**src/hdl/periodic_task_table_macros.svh**
```systemverilog
`ifndef PERIODIC_TASK_TABLE_MACROS_SVH
`define PERIODIC_TASK_TABLE_MACROS_SVH

// Same-cycle implication, checked outside reset.
`define PTT_ASSERT_NOW(lbl, ante, cons, msg) \
  lbl: assert property (@(posedge clk) disable iff (!rst_n) (ante) |-> (cons)) else $error(msg);

// Next-cycle implication, checked outside reset.
`define PTT_ASSERT_NEXT(lbl, ante, cons, msg) \
  lbl: assert property (@(posedge clk) disable iff (!rst_n) (ante) |=> (cons)) else $error(msg);

`endif

```
**src/hdl/ptt_pkg.sv**
```systemverilog
package ptt_pkg;

  localparam int unsigned SLOT_W = 8;
  localparam int unsigned TIME_W = 32;

  typedef enum logic [1:0] {
    OP_START = 2'd0,
    OP_STOP  = 2'd1,
    OP_TICK  = 2'd2
  } op_t;

  typedef enum logic [2:0] {
    KIND_STARTED      = 3'd0,
    KIND_FULL         = 3'd1,
    KIND_STOPPED      = 3'd2,
    KIND_STOP_IGNORED = 3'd3,
    KIND_DUE          = 3'd4,
    KIND_NONE_DUE     = 3'd5
  } kind_t;

  typedef enum logic [1:0] {
    ST_IDLE = 2'd0,
    ST_SCAN = 2'd1,
    ST_DONE = 2'd2
  } state_t;

  // Broadcast from the controller to every cell.
  typedef struct packed {
    logic              load;      // drop old token, place a new one at cell 0
    logic              step;      // advance token one cell
    logic              wr_start;  // selected cell takes a new task
    logic              wr_stop;   // selected cell goes inactive
    logic [TIME_W-1:0] period;
    logic [TIME_W-1:0] now;
  } cmd_t;

endpackage

```
**src/hdl/ptt_cell.sv**
```systemverilog
module ptt_cell (
  input  logic          clk,
  input  logic          rst_n,
  input  ptt_pkg::cmd_t cmd,
  input  logic          wr_sel,
  input  logic          tok_in,
  output logic          tok_out,
  output logic          active_o,
  output logic          hit_o
);

  logic                       tok_r;
  logic                       active_r;
  logic [ptt_pkg::TIME_W-1:0] period_r;
  logic [ptt_pkg::TIME_W-1:0] last_r;
  logic [ptt_pkg::TIME_W-1:0] due_at;
  logic                       due;

  // Deadline wraps modulo 2^32 before the compare.
  assign due_at   = period_r + last_r;
  assign due      = active_r && (due_at <= cmd.now);
  assign hit_o    = tok_r && due;
  assign tok_out  = tok_r;
  assign active_o = active_r;

  always_ff @(posedge clk) begin
    if (!rst_n) begin
      tok_r <= 1'b0;
    end else if (cmd.load || cmd.step) begin
      tok_r <= tok_in;
    end
  end

  always_ff @(posedge clk) begin
    if (wr_sel && cmd.wr_start) begin
      active_r <= 1'b1;
      period_r <= cmd.period;
      last_r   <= '0;
    end else if (wr_sel && cmd.wr_stop) begin
      active_r <= 1'b0;
    end else if (cmd.step && hit_o) begin
      last_r <= cmd.now;
    end
  end

endmodule

```
**src/hdl/periodic_task_table.sv**
```systemverilog
// Periodic task table. Start and stop beats are accepted while idle and their single
// result appears in the output register on the next cycle. A tick beat drops a token
// into a row of MAX_TASKS slot cells; the token walks one cell per cycle over the
// slots in use while the output side does not stall it, and each active cell whose
// deadline has been reached reports itself as due and stamps the tick time. No new beat
// is taken until the walk and its final output beat are through; a tick on an empty
// table is answered directly. Due slots come out in index order, the final one flagged
// with out_last; a tick with nothing due gives one none-due beat.
// A start beat on a full table is answered as rejected and slots are never reused.
module periodic_task_table #(
  parameter int unsigned MAX_TASKS = 16
) (
  input  logic        clk,
  input  logic        rst_n,
  input  logic        in_valid,
  output logic        in_ready,
  input  logic [1:0]  in_operation,
  input  logic [31:0] in_period_ms,
  input  logic [7:0]  in_task_id,
  input  logic [31:0] in_now_ms,
  output logic        out_valid,
  input  logic        out_ready,
  output logic [2:0]  out_kind,
  output logic [7:0]  out_slot,
  output logic        out_last
);

  `include "periodic_task_table_macros.svh"

  localparam int unsigned IW = (MAX_TASKS > 1) ? $clog2(MAX_TASKS) : 1;
  localparam int unsigned CW = $clog2(MAX_TASKS + 1);

  ptt_pkg::state_t             state_r, state_nxt;
  logic [CW-1:0]               slots_used_r, slots_used_nxt;
  logic [IW-1:0]               scan_idx_r, scan_idx_nxt;
  logic [ptt_pkg::TIME_W-1:0]  now_r, now_nxt;
  logic                        hold_valid_r, hold_valid_nxt;
  logic [IW-1:0]               hold_slot_r, hold_slot_nxt;
  logic                        out_valid_r, out_valid_nxt;
  ptt_pkg::kind_t              out_kind_r, out_kind_nxt;
  logic [ptt_pkg::SLOT_W-1:0]  out_slot_r, out_slot_nxt;
  logic                        out_last_r, out_last_nxt;

  logic                        in_accept;
  logic                        out_free;
  logic                        step;
  logic                        load;
  logic                        hit;
  logic                        scan_end;
  logic                        table_full;
  logic                        stop_ok;
  logic                        wr_start;
  logic                        wr_stop;
  logic [IW-1:0]               wr_idx;
  logic [CW-1:0]               last_idx;
  ptt_pkg::cmd_t               cmd;
  logic [MAX_TASKS-1:0]        wr_sel;
  logic [MAX_TASKS-1:0]        tok_vec;
  logic [MAX_TASKS-1:0]        active_vec;
  logic [MAX_TASKS-1:0]        hit_vec;

  assign in_accept  = in_valid && in_ready;
  assign out_free   = !out_valid_r || out_ready;
  assign hit        = |hit_vec;
  assign table_full = (slots_used_r == CW'(MAX_TASKS));
  assign last_idx   = slots_used_r - 1'b1;
  assign scan_end   = (CW'(scan_idx_r) == last_idx);
  assign stop_ok    = (9'(in_task_id) < 9'(slots_used_r)) && active_vec[in_task_id[IW-1:0]];

  assign cmd.load     = load;
  assign cmd.step     = step;
  assign cmd.wr_start = wr_start;
  assign cmd.wr_stop  = wr_stop;
  assign cmd.period   = in_period_ms;
  assign cmd.now      = now_r;

  // Slot cells
  genvar gi;
  generate
    for (gi = 0; gi < MAX_TASKS; gi++) begin : g_cell
      logic tok_in;
      if (gi == 0) begin : g_head
        assign tok_in = load;
      end else begin : g_body
        assign tok_in = tok_vec[gi-1] && !load;
      end
      assign wr_sel[gi] = (wr_idx == IW'(gi));
      ptt_cell u_cell (
        .clk      (clk),
        .rst_n    (rst_n),
        .cmd      (cmd),
        .wr_sel   (wr_sel[gi]),
        .tok_in   (tok_in),
        .tok_out  (tok_vec[gi]),
        .active_o (active_vec[gi]),
        .hit_o    (hit_vec[gi])
      );
    end
  endgenerate

  // Next state
  always_comb begin
    state_nxt = state_r;
    unique case (state_r)
      ptt_pkg::ST_IDLE: begin
        if (load) state_nxt = ptt_pkg::ST_SCAN;
      end
      ptt_pkg::ST_SCAN: begin
        if (step && scan_end) state_nxt = ptt_pkg::ST_DONE;
      end
      ptt_pkg::ST_DONE: begin
        if (out_free) state_nxt = ptt_pkg::ST_IDLE;
      end
      default: state_nxt = ptt_pkg::ST_IDLE;
    endcase
  end

  // FSM outputs
  always_comb begin
    in_ready = 1'b0;
    step     = 1'b0;
    load     = 1'b0;
    unique case (state_r)
      ptt_pkg::ST_IDLE: begin
        in_ready = out_free;
        load     = in_valid && out_free &&
                   (in_operation == ptt_pkg::OP_TICK) && (slots_used_r != '0);
      end
      ptt_pkg::ST_SCAN: begin
        step = !hold_valid_r || out_free;
      end
      ptt_pkg::ST_DONE: begin
        step = 1'b0;
      end
      default: begin
        in_ready = 1'b0;
      end
    endcase
  end

  // Datapath and output register
  always_comb begin
    slots_used_nxt = slots_used_r;
    scan_idx_nxt   = scan_idx_r;
    now_nxt        = now_r;
    hold_valid_nxt = hold_valid_r;
    hold_slot_nxt  = hold_slot_r;
    out_valid_nxt  = out_valid_r && !out_ready;
    out_kind_nxt   = out_kind_r;
    out_slot_nxt   = out_slot_r;
    out_last_nxt   = out_last_r;
    wr_start       = 1'b0;
    wr_stop        = 1'b0;
    wr_idx         = slots_used_r[IW-1:0];

    if (in_accept) begin
      case (in_operation)
        ptt_pkg::OP_START: begin
          out_valid_nxt = 1'b1;
          out_last_nxt  = 1'b1;
          if (table_full) begin
            out_kind_nxt = ptt_pkg::KIND_FULL;
            out_slot_nxt = '0;
          end else begin
            out_kind_nxt   = ptt_pkg::KIND_STARTED;
            out_slot_nxt   = ptt_pkg::SLOT_W'(slots_used_r);
            wr_start       = 1'b1;
            slots_used_nxt = slots_used_r + 1'b1;
          end
        end
        ptt_pkg::OP_STOP: begin
          out_valid_nxt = 1'b1;
          out_last_nxt  = 1'b1;
          if (stop_ok) begin
            out_kind_nxt = ptt_pkg::KIND_STOPPED;
            out_slot_nxt = in_task_id;
            wr_stop      = 1'b1;
            wr_idx       = in_task_id[IW-1:0];
          end else begin
            out_kind_nxt = ptt_pkg::KIND_STOP_IGNORED;
            out_slot_nxt = '0;
          end
        end
        ptt_pkg::OP_TICK: begin
          if (slots_used_r == '0) begin
            out_valid_nxt = 1'b1;
            out_last_nxt  = 1'b1;
            out_kind_nxt  = ptt_pkg::KIND_NONE_DUE;
            out_slot_nxt  = '0;
          end else begin
            scan_idx_nxt   = '0;
            now_nxt        = in_now_ms;
            hold_valid_nxt = 1'b0;
          end
        end
        default: ; // undefined operation: drop the beat
      endcase
    end

    // Keep one due slot in hand so the final one can carry out_last.
    if (step) begin
      scan_idx_nxt = scan_idx_r + 1'b1;
      if (hit) begin
        if (hold_valid_r) begin
          out_valid_nxt = 1'b1;
          out_last_nxt  = 1'b0;
          out_kind_nxt  = ptt_pkg::KIND_DUE;
          out_slot_nxt  = ptt_pkg::SLOT_W'(hold_slot_r);
        end
        hold_valid_nxt = 1'b1;
        hold_slot_nxt  = scan_idx_r;
      end
    end

    if ((state_r == ptt_pkg::ST_DONE) && out_free) begin
      out_valid_nxt = 1'b1;
      out_last_nxt  = 1'b1;
      if (hold_valid_r) begin
        out_kind_nxt   = ptt_pkg::KIND_DUE;
        out_slot_nxt   = ptt_pkg::SLOT_W'(hold_slot_r);
        hold_valid_nxt = 1'b0;
      end else begin
        out_kind_nxt = ptt_pkg::KIND_NONE_DUE;
        out_slot_nxt = '0;
      end
    end
  end

  always_ff @(posedge clk) begin
    if (!rst_n) begin
      state_r      <= ptt_pkg::ST_IDLE;
      slots_used_r <= '0;
      hold_valid_r <= 1'b0;
      out_valid_r  <= 1'b0;
    end else begin
      state_r      <= state_nxt;
      slots_used_r <= slots_used_nxt;
      hold_valid_r <= hold_valid_nxt;
      out_valid_r  <= out_valid_nxt;
    end
  end

  always_ff @(posedge clk) begin
    scan_idx_r  <= scan_idx_nxt;
    now_r       <= now_nxt;
    hold_slot_r <= hold_slot_nxt;
    out_kind_r  <= out_kind_nxt;
    out_slot_r  <= out_slot_nxt;
    out_last_r  <= out_last_nxt;
  end

  assign out_valid = out_valid_r;
  assign out_kind  = out_kind_r;
  assign out_slot  = out_slot_r;
  assign out_last  = out_last_r;

  `PTT_ASSERT_NOW(a_used_bound, 1'b1, slots_used_r <= CW'(MAX_TASKS), "slot count past table size")
  `PTT_ASSERT_NOW(a_one_token, state_r == ptt_pkg::ST_SCAN, $onehot(tok_vec), "scan token lost or duplicated")
  `PTT_ASSERT_NOW(a_idle_empty, state_r == ptt_pkg::ST_IDLE, !hold_valid_r, "due slot held while idle")
  `PTT_ASSERT_NEXT(a_flush_due, step && hit && hold_valid_r, out_valid_r && (out_kind_r == ptt_pkg::KIND_DUE) && !out_last_r, "held due slot not sent")

endmodule
```
**config.mk**
```make
export PLATFORM = sky130hd
export DESIGN_NAME = periodic_task_table
export DESIGN_NICKNAME = d
export VERILOG_FILES = /design/src/hdl/ptt_pkg.sv /design/src/hdl/ptt_cell.sv /design/src/hdl/periodic_task_table.sv
export VERILOG_INCLUDE_DIRS = /design/src /design/src/hdl
export SDC_FILE = /design/constraint.sdc
export NUM_CORES = 2
export LEC_CHECK = 0
export ABC_AREA = 1
export BUFFER_PORTS_ARGS = -buffer_cell sky130_fd_sc_hd__buf_4
export CORE_UTILIZATION = 33
export CTS_CLUSTER_SIZE = 30
export DETAILED_ROUTE_END_ITERATION = 10
export HOLD_SLACK_MARGIN = 0.12
export PLACE_DENSITY_LB_ADDON = 0.1
export SKIP_LAST_GASP = 1
export SYNTH_ARGS = -nofsm -noshare
export SYNTH_HDL_FRONTEND = slang
export SYNTH_HIERARCHICAL = 1
export SYNTH_SLANG_ARGS = --single-unit
export TNS_END_PERCENT = 10
```
**constraint.sdc**
```tcl
create_clock -name clk -period 3.61 [get_ports clk]
set_input_delay 0.722 -clock clk [delete_from_list [all_inputs] [get_ports clk]]
set_output_delay 0.722 -clock clk [all_outputs]
set_load 0.02 [all_outputs]
```
==> flow_summary.json <==
{
  "status": "complete, but fails checks",
  "violations": "negative setup slack",
  "port_buffers": 91,
  "worst_pin_slew_ns": 1.037,
  "fin_ws_ns": -0.6878,
  "maxSlewViolCount": 0,
  "synth.yosys.seq_area_share_pct": 32.03,
  "vias": 88060,
  "dp_cells": 17620,
  "clock-sinks": 1117,
  "grt_util_met3_pct": 2.383,
  "synth-seq-cells": 1117,
  "drc": 0,
  "ioPinCount": 92,
  "layout-drive-gt1-share_pct": 27.91,
  "finalSetupViolations": 457,
  "whs_ns": 0.2826,
  "initial_core_util_pct": 33.19,
  "intPower_mw": 27.11,
  "cts_max_path_buffers": 4,
  "cts_tree": "done",
  "vdd_drop_max_v": 0.0004115,
  "path_clk_slew_ns": 0.06,
  "grt_overflow": 0,
  "final_common_cell": "nand2_1",
  "grt_pass1_wl_um": 535700,
  "min_period_over_period_pct": 119.1,
  "fillers": 26420,
  "min_period_ns": 4.298,
  "grt_max_degree": 47,
  "crit_type": "flop to flop",
  "grt_antenna_before_repair": 59,
  "hold_class": "input pin to flop",
  "routed_wl_um": 368900,
  "synth.avg_cell_area_um2": 7.244,
  "finalPower_mw": 38.75,
  "drt_iter0_markers": 6687,
  "grt.total_usage_pct": 26.89,
  "power.switching_mw": 11.64,
  "grt_pass1_vias": 86280,
  "hold_violations": 0,
  "maxCapViolCount": 0,
  "max_freq_ghz": 0.2327,
  "syn_nets": 13130,
  "crit_start": "g_cell[13].u_cell/period_r[0]",
  "dr.pass1.iters": 9,
  "grt_use_met2_pct": 45.44,
  "rows": 188,
  "grt-busiest-layer": "met2",
  "synth_ff_type": "dfxtp_1",
  "hp-start": "in_operation[1]",
  "fin_util_pct": 46.38,
  "wire_per_inst_um": 20.38,
  "power_frac_comb_pct": 23.3,
  "relSlewSlack_pct": 30.84,
  "core_um2": 262300,
  "async_flop_share_pct": 0,
  "p_per_area_nw_per_um2": 318.6,
  "critPathLaunchType": "flop",
  "dieArea_um2": 265900,
  "area_growth_pct": 39.72,
  "rsz0062_at_grt": "true",
  "clock_power_share_pct": 40.6,
  "skew_ns": 0.04234,
  "cp_max_fo": 4,
  "fin_nets": 15510,
  "worst_r2r_path_depth": 27,
  "dieWidth_um": 515.6,
  "insertion_delay_ns": 0.84,
  "layout_common_cells": "2,471 x nand2_1, 2,203 x buf_4, 2,182 x inv_1",
  "finalNonFillerCells": 18100,
  "viasPerCell": 4.866,
  "worstReg2RegStart": "g_cell[13].u_cell/period_r[0]",
  "arrival_ns": 5.01,
  "p_seq_share_pct": 36.1,
  "swShare_pct": 30.05,
  "place_congestion": 0.9396,
  "fp.dieH_um": 515.6,
  "dp_hpwl_um": 262800,
  "htreeDepth": 4,
  "ys_types": 48,
  "end_kind": "flop",
  "place_ws_ns": -1.207,
  "yosys_warnings": 6,
  "synthCells": 12020,
  "leakagePower_nw": 64.18,
  "cts_buffers": 156,
  "cts_root_buf": "clkbuf_16",
  "worstPathRequired_ns": 4.32,
  "whs_path_depth": 4,
  "syn_area_um2": 87050,
  "grtUsageMet1_pct": 35.72,
  "synth_edf_count": 552,
  "ant_nets": 0
}
==> critical path, cell delays in order, from the launching register on <==
cell and delay (ns):
edfxtp_1 0.37, ha_4 0.15, inv_2 0.04, fa_2 0.42
o21ai_4 0.23, a21boi_4 0.11, o21ai_4 0.22, buf_4 0.15
xor2_1 0.06, ha_1 0.28, nand2_1 0.06, nor2_1 0.23
nand2_1 0.12, buf_4 0.15, nor2_1 0.28, nand2_4 0.10
a21oi_4 0.18, nor2_4 0.07, buf_6 0.13, nand4_1 0.08
or2_4 0.16, nand2_4 0.07, inv_6 0.12, nand2_4 0.07
o21ai_1 0.15, inv_1 0.06, nand2_1 0.06, nand2_1 0.04
==> sequential cells by signal (all words and copies together) (netlist names) <==
| signal | flops |
|---|---|
| g_cell.u_cell/last_r | 512 |
| g_cell.u_cell/period_r | 512 |
| now_r | 32 |
| g_cell.u_cell/active_o | 16 |
| g_cell.u_cell/tok_out | 16 |
| out_slot | 8 |
| slots_used_r | 5 |
| hold_slot_r | 4 |
| scan_idx_r | 4 |
| out_kind | 3 |
| state_r | 2 |
| hold_valid_r | 1 |
| out_last | 1 |
| out_valid | 1 |
==> layout make-up <==
type,count,area (um2),area share (%)
clock buffer,217,4478,3.682
antenna,63,157.7,0.1296
clock inverter,59,604.3,0.4969
tap,3515,4398,3.616
inverter,2301,8645,7.107
multi-input combinational,8357,54120,44.50
timing repair buffer,2469,21330,17.54
sequential,1117,27900,22.94
==> per-layer routing <==
layer / vias to the layer above / part of all wire [%]
li1: 43760 / -
met1: 41470 / 44
met2: 2311 / 47
met3: 511 / 5.4
met4: 0 / 3.4
met5: - / 0
==> stage by stage <==
step / setup TNS (ns) / instance area, um2
6_report: -71.65 / 121600
2_1_floorplan: 0 / 87120
3_5_place_dp: -167.62 / 109900
4_1_cts: -72.35 / 118200
3_3_place_gp: -151.93 / 109900
5_1_grt: -190.94 / 121500
==> cells in the mapped netlist (17+ instances only) <==
cell type / instances / area (um2)
o21a_1: 70 / 525.5
nand2_2: 322 / 2014
nor3_1: 101 / 505.5
a21oi_1: 859 / 4299
o21ai_2: 60 / 525.5
a21o_1: 52 / 390.4
a21boi_0: 18 / 135.1
xnor2_1: 141 / 1235
nor2_1: 1280 / 4805
buf_2: 42 / 210.2
o21ai_0: 331 / 1657
edfxtp_1: 552 / 16580
a21boi_2: 28 / 315.3
o21bai_1: 77 / 578.1
ha_1: 1015 / 12700
nand3_1: 268 / 1341
dfxtp_1: 565 / 11310
nor4_1: 19 / 118.9
nand2_1: 2606 / 9782
nand4_1: 602 / 3766
nand3_4: 17 / 297.8
xor2_1: 295 / 2584
buf_6: 53 / 596.8
clkbuf_1: 144 / 540.5
a31oi_1: 72 / 450.4
inv_1: 2217 / 8322
inv_2: 84 / 315.3
==> power by group through the flow <==
stage,logic (mW),clock network (mW),registers [mW]
CTS,8.64,16.2,14.0
global placement,7.86,0,14.2
global route,9.91,16.6,14.0
finish,9.03,15.7,14.0
floorplan,4.30,0,14.1
detailed placement,7.95,0,14.2
==> cell families after synthesis <==
kind of cell	after synthesis	synth area share [%]
buf+inv	2544	11.51
compound gates	1626	10.69
fa+ha+maj	1031	14.96
flops	1117	32.03
simple gates	5263	26.42
xor+xnor	436	4.387
==> timing repair <==
action,CTS,global route
pin swaps,185,236
setup endpoints to repair,530,530
endpoints found under the hold margin,32,0
buffers inserted,48,53
hold buffers,32,0
resized for setup,523,609
gates cloned,8,8
==> worst paths after layout <==
check | slack (ns) | endpoint
max | -0.69 | out_slot[0]
min | 0.28 | out_kind[1]
min reg2reg | 0.49 | out_slot[6]
max reg2reg | -0.69 | out_slot[0]
No activity file was read; power rests on OpenSTA's default activity.
